File: src/rtl/drsp_pkg.sv
// Shared types and codes for the deferred-reclaim slot pool.
`default_nettype none
package drsp_pkg;

  localparam int DRSP_SLOTS = 64;

  localparam int DRSP_CMD_W    = 3;
  localparam int DRSP_SLOT_W   = 6;
  localparam int DRSP_SERIAL_W = 64;
  localparam int DRSP_STATUS_W = 2;
  localparam int DRSP_PHASE_W  = 3;

  localparam logic [DRSP_CMD_W-1:0] CMD_RESERVE   = 3'd0;
  localparam logic [DRSP_CMD_W-1:0] CMD_MARK      = 3'd1;
  localparam logic [DRSP_CMD_W-1:0] CMD_ABANDON   = 3'd2;
  localparam logic [DRSP_CMD_W-1:0] CMD_PUBLISH   = 3'd3;
  localparam logic [DRSP_CMD_W-1:0] CMD_REFERENCE = 3'd4;
  localparam logic [DRSP_CMD_W-1:0] CMD_RETIRE    = 3'd5;
  localparam logic [DRSP_CMD_W-1:0] CMD_COLLECT   = 3'd6;
  localparam logic [DRSP_CMD_W-1:0] CMD_UNUSED    = 3'd7;

  localparam logic [DRSP_STATUS_W-1:0] ST_OK        = 2'd0;
  localparam logic [DRSP_STATUS_W-1:0] ST_BADARG    = 2'd1;
  localparam logic [DRSP_STATUS_W-1:0] ST_EXHAUSTED = 2'd2;
  localparam logic [DRSP_STATUS_W-1:0] ST_BADSTATE  = 2'd3;

  localparam logic [DRSP_PHASE_W-1:0] PH_FREE      = 3'd0;
  localparam logic [DRSP_PHASE_W-1:0] PH_RESERVED  = 3'd1;
  localparam logic [DRSP_PHASE_W-1:0] PH_RECORDED  = 3'd2;
  localparam logic [DRSP_PHASE_W-1:0] PH_PUBLISHED = 3'd3;
  localparam logic [DRSP_PHASE_W-1:0] PH_RETIRED   = 3'd4;

  typedef struct packed {
    logic [DRSP_CMD_W-1:0]    command;
    logic [DRSP_SLOT_W-1:0]   slot;
    logic [DRSP_SERIAL_W-1:0] serial;
  } in_item_t;

  typedef struct packed {
    logic [DRSP_STATUS_W-1:0] status;
    logic [DRSP_SLOT_W-1:0]   granted_slot;
    logic [DRSP_SLOT_W-1:0]   collected_count;
  } out_item_t;

  // Classified command as it leaves the front end
  typedef struct packed {
    in_item_t item;
    logic     badarg;
  } work_t;

endpackage
`default_nettype wire

File: src/rtl/drsp_front.sv
// Front end: classify incoming commands and buffer them in a two-entry queue.
`default_nettype none
module drsp_front import drsp_pkg::*; #(
  parameter int SLOTS = DRSP_SLOTS
) (
  input  wire logic     clk_i,
  input  wire logic     rst_ni,
  input  wire logic     push_i,
  input  wire in_item_t item_i,
  output logic          full_o,
  input  wire logic     hold_i,
  output logic          valid_o,
  output work_t         work_o,
  input  wire logic     pop_i
);

  work_t       ent_q [2];
  logic        wr_q, rd_q;
  logic [1:0]  cnt_q;
  logic        slot_ok, per_slot, do_push, do_pop;
  work_t       cls;

  // Slot 0 is the sentinel; anything at or above the pool size is out of range
  assign slot_ok  = (item_i.slot != '0) && (32'(item_i.slot) < 32'(SLOTS));
  assign per_slot = (item_i.command == CMD_MARK) || (item_i.command == CMD_ABANDON) ||
                    (item_i.command == CMD_PUBLISH) || (item_i.command == CMD_REFERENCE) ||
                    (item_i.command == CMD_RETIRE);

  always_comb begin
    cls.item   = item_i;
    cls.badarg = (item_i.command == CMD_UNUSED) || (per_slot && !slot_ok);
  end

  assign full_o  = (cnt_q == 2'd2) || hold_i;
  assign valid_o = (cnt_q != 2'd0);
  assign work_o  = ent_q[rd_q];
  assign do_push = push_i && !full_o;
  assign do_pop  = pop_i && valid_o;

  always_ff @(posedge clk_i) begin
    if (do_push) begin
      ent_q[wr_q] <= cls;
    end
  end

  always_ff @(posedge clk_i or negedge rst_ni) begin
    if (!rst_ni) begin
      wr_q  <= 1'b0;
      rd_q  <= 1'b0;
      cnt_q <= 2'd0;
    end else begin
      if (do_push) begin
        wr_q <= !wr_q;
      end
      if (do_pop) begin
        rd_q <= !rd_q;
      end
      cnt_q <= cnt_q + 2'(do_push) - 2'(do_pop);
    end
  end

endmodule
`default_nettype wire

File: config.mk
export PLATFORM = sky130hd
export DESIGN_NAME = drsp_front
export DESIGN_NICKNAME = d
export VERILOG_FILES = /design/src/rtl/drsp_pkg.sv /design/src/rtl/drsp_front.sv
export SDC_FILE = /design/constraint.sdc
export NUM_CORES = 1
export LEC_CHECK = 0
export ABC_AREA = 1
export BUFFER_PORTS_ARGS = -buffer_cell sky130_fd_sc_hd__buf_4
export CAP_MARGIN = 10
export CORE_ASPECT_RATIO = 0.75
export CORE_MARGIN = 5
export CORE_UTILIZATION = 50
export DETAILED_ROUTE_END_ITERATION = 12
export PLACE_DENSITY = 0.81
export SLEW_MARGIN = 30
export SYNTH_ARGS = -nofsm -noshare
export SYNTH_HDL_FRONTEND = slang
export SYNTH_SLANG_ARGS = --single-unit
File: constraint.sdc
create_clock -name clk_i -period 7.3 [get_ports clk_i]
set_input_delay 0.365 -clock clk_i [delete_from_list [all_inputs] [get_ports clk_i]]
set_output_delay 0.365 -clock clk_i [all_outputs]
set_load 0.03 [all_outputs]
---- Word-level counts from Yosys, hierarchy flattened ----
Memory sizes are Yosys's and may differ from the RTL's.
Index checks and enable logic that the tools add are counted.
W data, S select, Z words.
storage, ports and cells
  register bits ........................... 4
  RAM bits ................................ 148
  input bits .............................. 78
  output and inout bits ................... 76
  word-level logic and storage cells ...... 30
  memories ................................ 1
memory list
  name   words  bits a word  read ports  clocked after memory_dff  wr ports  RTL line          RTL
  ent_q  2      74           1           0                         1         drsp_front.sv:17  work_t ent_q [2];
operators by class
  add/subtract/negate cells ............... 2
  equal/unequal tests ..................... 7
  multiplexer cells ....................... 2
  reductions and logical operators ........ 15
operators with widths
  cell                  number
  $eq A3 B3 Y1 const B  3
  $eq A3 B2 Y1 const B  2
  $logic_or A1 B1 Y1    6
  $reduce_bool A6 Y1    1
  $logic_not A1 Y1      4
  $eq A3 B1 Y1 const B  1
  $logic_and A1 B1 Y1   3
  $add A2 B1 Y2         1
  $eq A2 B2 Y1 const B  1
  $mux W1               2
  $reduce_bool A2 Y1    1
  $sub A2 B1 Y2         1

---- Depth between registers and ports, before layout ----
  depth in word-level cells ............... 7
  mapped depth ............................ 10
  depth with buffers taken out ............ 10

---- Least setup slack after synthesis ----
OpenSTA, ideal clock, no wires.
  path type ............................... register to register
  from .................................... reg cnt_q[1]
  to ...................................... mem ent_q[1][0] in the netlist's numbering (enable)
  library setup time ...................... 0.507 ns
  arrival time ............................ 3.696 ns
  data required time ...................... 6.793 ns
  slack ................................... 3.097 ns
  cell stages (with the launch flop) ...... 4
  clock period less this slack ............ 4.203 ns
  path through ............................ dfrtp_1 > nand2_1 > nand3_1 > nor2_1
between the ends
  cells in the longest elaborated chain, start to end .. 6
RTL lines
  item                           RTL line          RTL
  start: declaration             drsp_front.sv:19  logic [1:0] cnt_q;
  start signal: assignment       drsp_front.sv:58  cnt_q <= cnt_q + 2'(do_push) - 2'(do_pop);
  $eq A2 B2 Y1                   drsp_front.sv:34  assign full_o = (cnt_q == 2'd2) || hold_i;
  $logic_or A1 B1 Y1             drsp_front.sv:34
  $logic_not A1 Y1               drsp_front.sv:37  assign do_push = push_i && !full_o;
  $logic_and A1 B1 Y1            drsp_front.sv:37
  $mux W1                        drsp_front.sv:41  if (do_push) begin
  $mux W1 (implied by the code)  drsp_front.sv:42  ent_q[wr_q] <= cls;
  end: declaration               drsp_front.sv:17
No other way between the ends.

==> impl_metrics.tcl <==
set metrics [dict create \
    ys_seq_elements 152 \
    max_cap_viol_count 0 \
    netlist_instances 427 \
    grt.total_usage_pct 17.85 \
    synth_top_cells_by_area "edfxtp_1 (78%), nand2_1 (16%), dfrtp_1 (1.8%)" \
    worst_pin_slew_ns 0.7692 \
    dieArea_mm2 0.01358 \
    place_inst 709 \
    drc 0 \
    yosysUniqueCellTypes 15 \
    synth_top_area_share_pct 78.46 \
    post-cts-setup-buffers 0 \
    hp-class "in -> reg" \
    die_y_um 102.2 \
    yosys_warnings 0 \
    power.leakage_nw 3.244 \
    mostFrequentLayoutCell "nand2_1" \
    fillers 762 \
    hpwl_um 7979 \
    core_area_mm2 0.01102 \
    antenna_cells 0 \
    worstPathRequired_ns 6.93 \
    syn_area_per_cell_um2 13.27 \
    cp.arrival_ns 2.12 \
    max_freq_mhz 402.2 \
    clk_latency_ns 0.41 \
    critical_path_class "reg -> out" \
    layout-drive-gt1-share_pct 31.73 \
    finalHoldViolCount 0 \
    yosys.area.top_type "edfxtp_1" \
    ioPinCount 154 \
    place_congestion 0.7423 \
    p_per_area_mw_per_mm2 423.7 \
    worst_setup_path_start_kind "register" \
    path_clk_slew_ns 0.06 \
    wl_per_cell_um 16.23 \
    drt-initial-drc-count 259 \
    grt_overflow 0 \
    postRouteAntennaNets 0 \
    cp_max_fo 60 \
    cts_sinks 152 \
    period_needed_ns 2.486 \
    relSlewSlack_pct 48.72 \
    cts_resized 0 \
    clockBufferDepth 2 \
    area_growth_pct 33.38 \
    cts-hold-fix-buffers 1 \
    status "finished clean" \
    slew_viol_final 0 \
    ir_drop_mv 0.2469 \
    grt_pass1_vias 3648 \
    die_w_um 132.9 \
    synth_area_mm2 0.005664 \
    tns_ns 0 \
    initial_utilization_pct 51.38 \
    ctsHtreeMaxLevel 4 \
    mostFrequentLayoutCells "nand2_1 (234), buf_4 (157), edfxtp_1 (148)" \
    cts_buffers 17 \
    grt_pass1_wl_um 18170 \
    layoutNonFillerInstCount 742 \
    rsz0062_at_grt "false" \
    vias 3601 \
    cts_tree "built" \
    setup_viol_count_final 0 \
    dr.pass1.iters 4 \
    viasPerCell 4.853 \
    finalClockSkew_ns 0.007184 \
    nets 669 \
    postRouteWirelength_um 12040 \
    row_count 33 \
    end_kind "primary output" \
    antenna_found_initial 0 \
    clockRootBuffer "clkbuf_16" \
    syn-num-nets 507 \
    portBuffers 153 \
    ys_seq_area_share_pct 80.23 \
    grt_max_degree 75 \
    finalCritPeriodShare_pct 34.06 \
]
[report_power, final]
part | switching, mW | internal, mW | total [mW] | leakage (nW)
clock network | 0.342 | 0.537 | 0.879 | 0.275
registers | 0.0285 | 1.09 | 1.11 | 1.40
logic | 0.833 | 0.375 | 1.21 | 1.57
[critical path, cell delays in order (launching register included)]
cell     delay, ns
dfrtp_2       0.42
inv_2         0.23
buf_4         0.57
nand2_1       0.11
nand2_1       0.15
buf_4         0.18
[cell type report]
cell class	count	area (µm²)	share of cell area (%)
Clock buffer	17	425.4	5.631
Clock inverter	15	173.9	2.302
Inverter	12	47.55	0.6293
Multi-Input combinational cell	247	970.9	12.85
Sequential cell	152	4546	60.17
Tap cell	140	175.2	2.319
Timing Repair Buffer	159	1216	16.10
[Yosys cell counts]
cell type	instances
ha_1	2
nand2_1	234
inv_2	1
nand3_1	2
inv_1	11
nor2_1	5
buf_2	2
clkbuf_1	1
o21bai_1	1
nand4_1	1
buf_4	13
edfxtp_1	148
dfrtp_1	4
xor2_1	1
xnor2_1	1
[logic make-up (layout without fill, tap and decap cells)]
logic type      after synthesis  count (layout)  share of synthesized area (%)
fa+ha+maj                     2               2                         0.4417
compound gates                1               1                         0.1326
buf+inv                      28             203                          2.761
simple gates                242             242                          16.13
flops                       152             152                          80.23
xor+xnor                      2               2                         0.3093
[per-stage QoR]
step,hold WS (ns),cell area [µm²],power (mW),utilization (%),worst slack [ns]
after floorplan,0.06941,5664,1.913,-,3.097
after detailed placement,0.1661,6945,2.352,63.00,5.012
after global routing,0.1097,7555,3.354,68.53,4.678
after CTS,0.1155,7555,3.229,68.53,4.805
final,0.1316,7555,3.201,68.53,4.814
after global placement,0.1633,6915,2.321,62.73,4.754
[registers in the layout (all words and copies together), names as in the netlist]
register,flops
cnt_q,2
ent_q,148
rd_q,1
wr_q,1
[final timing paths]
check | startpoint | end | slack (ns) | cells past startpoint
max in group asynchronous | rst_ni | rd_q$_DFFE_PN0P_ | 6.89 | 2
min in group asynchronous | rst_ni | wr_q$_DFFE_PN0P_ | 0.30 | 2
hold reg to reg | wr_q$_DFFE_PN0P_ | wr_q$_DFFE_PN0P_ | 0.48 | 2
setup reg to reg | cnt_q[1]$_DFF_PN0_ | ent_q[1][51]$_DFFE_PP_ | 5.08 | 4
setup / recovery | rd_q$_DFFE_PN0P_ | work_o[0] | 4.81 | 5
hold / removal | item_i[11] | ent_q[1][12]$_DFFE_PP_ | 0.13 | 1
[routing by layer]
layer	wire length (µm)	vias to the layer above	track usage [%]
met3	978	16	6.348
met1	5068	1690	22.87
met4	136	0	5.591
met2	5861	142	29.06
met5	0	-	0
li1	-	1753	-
Note: power is estimated with default switching activity, not from simulation.
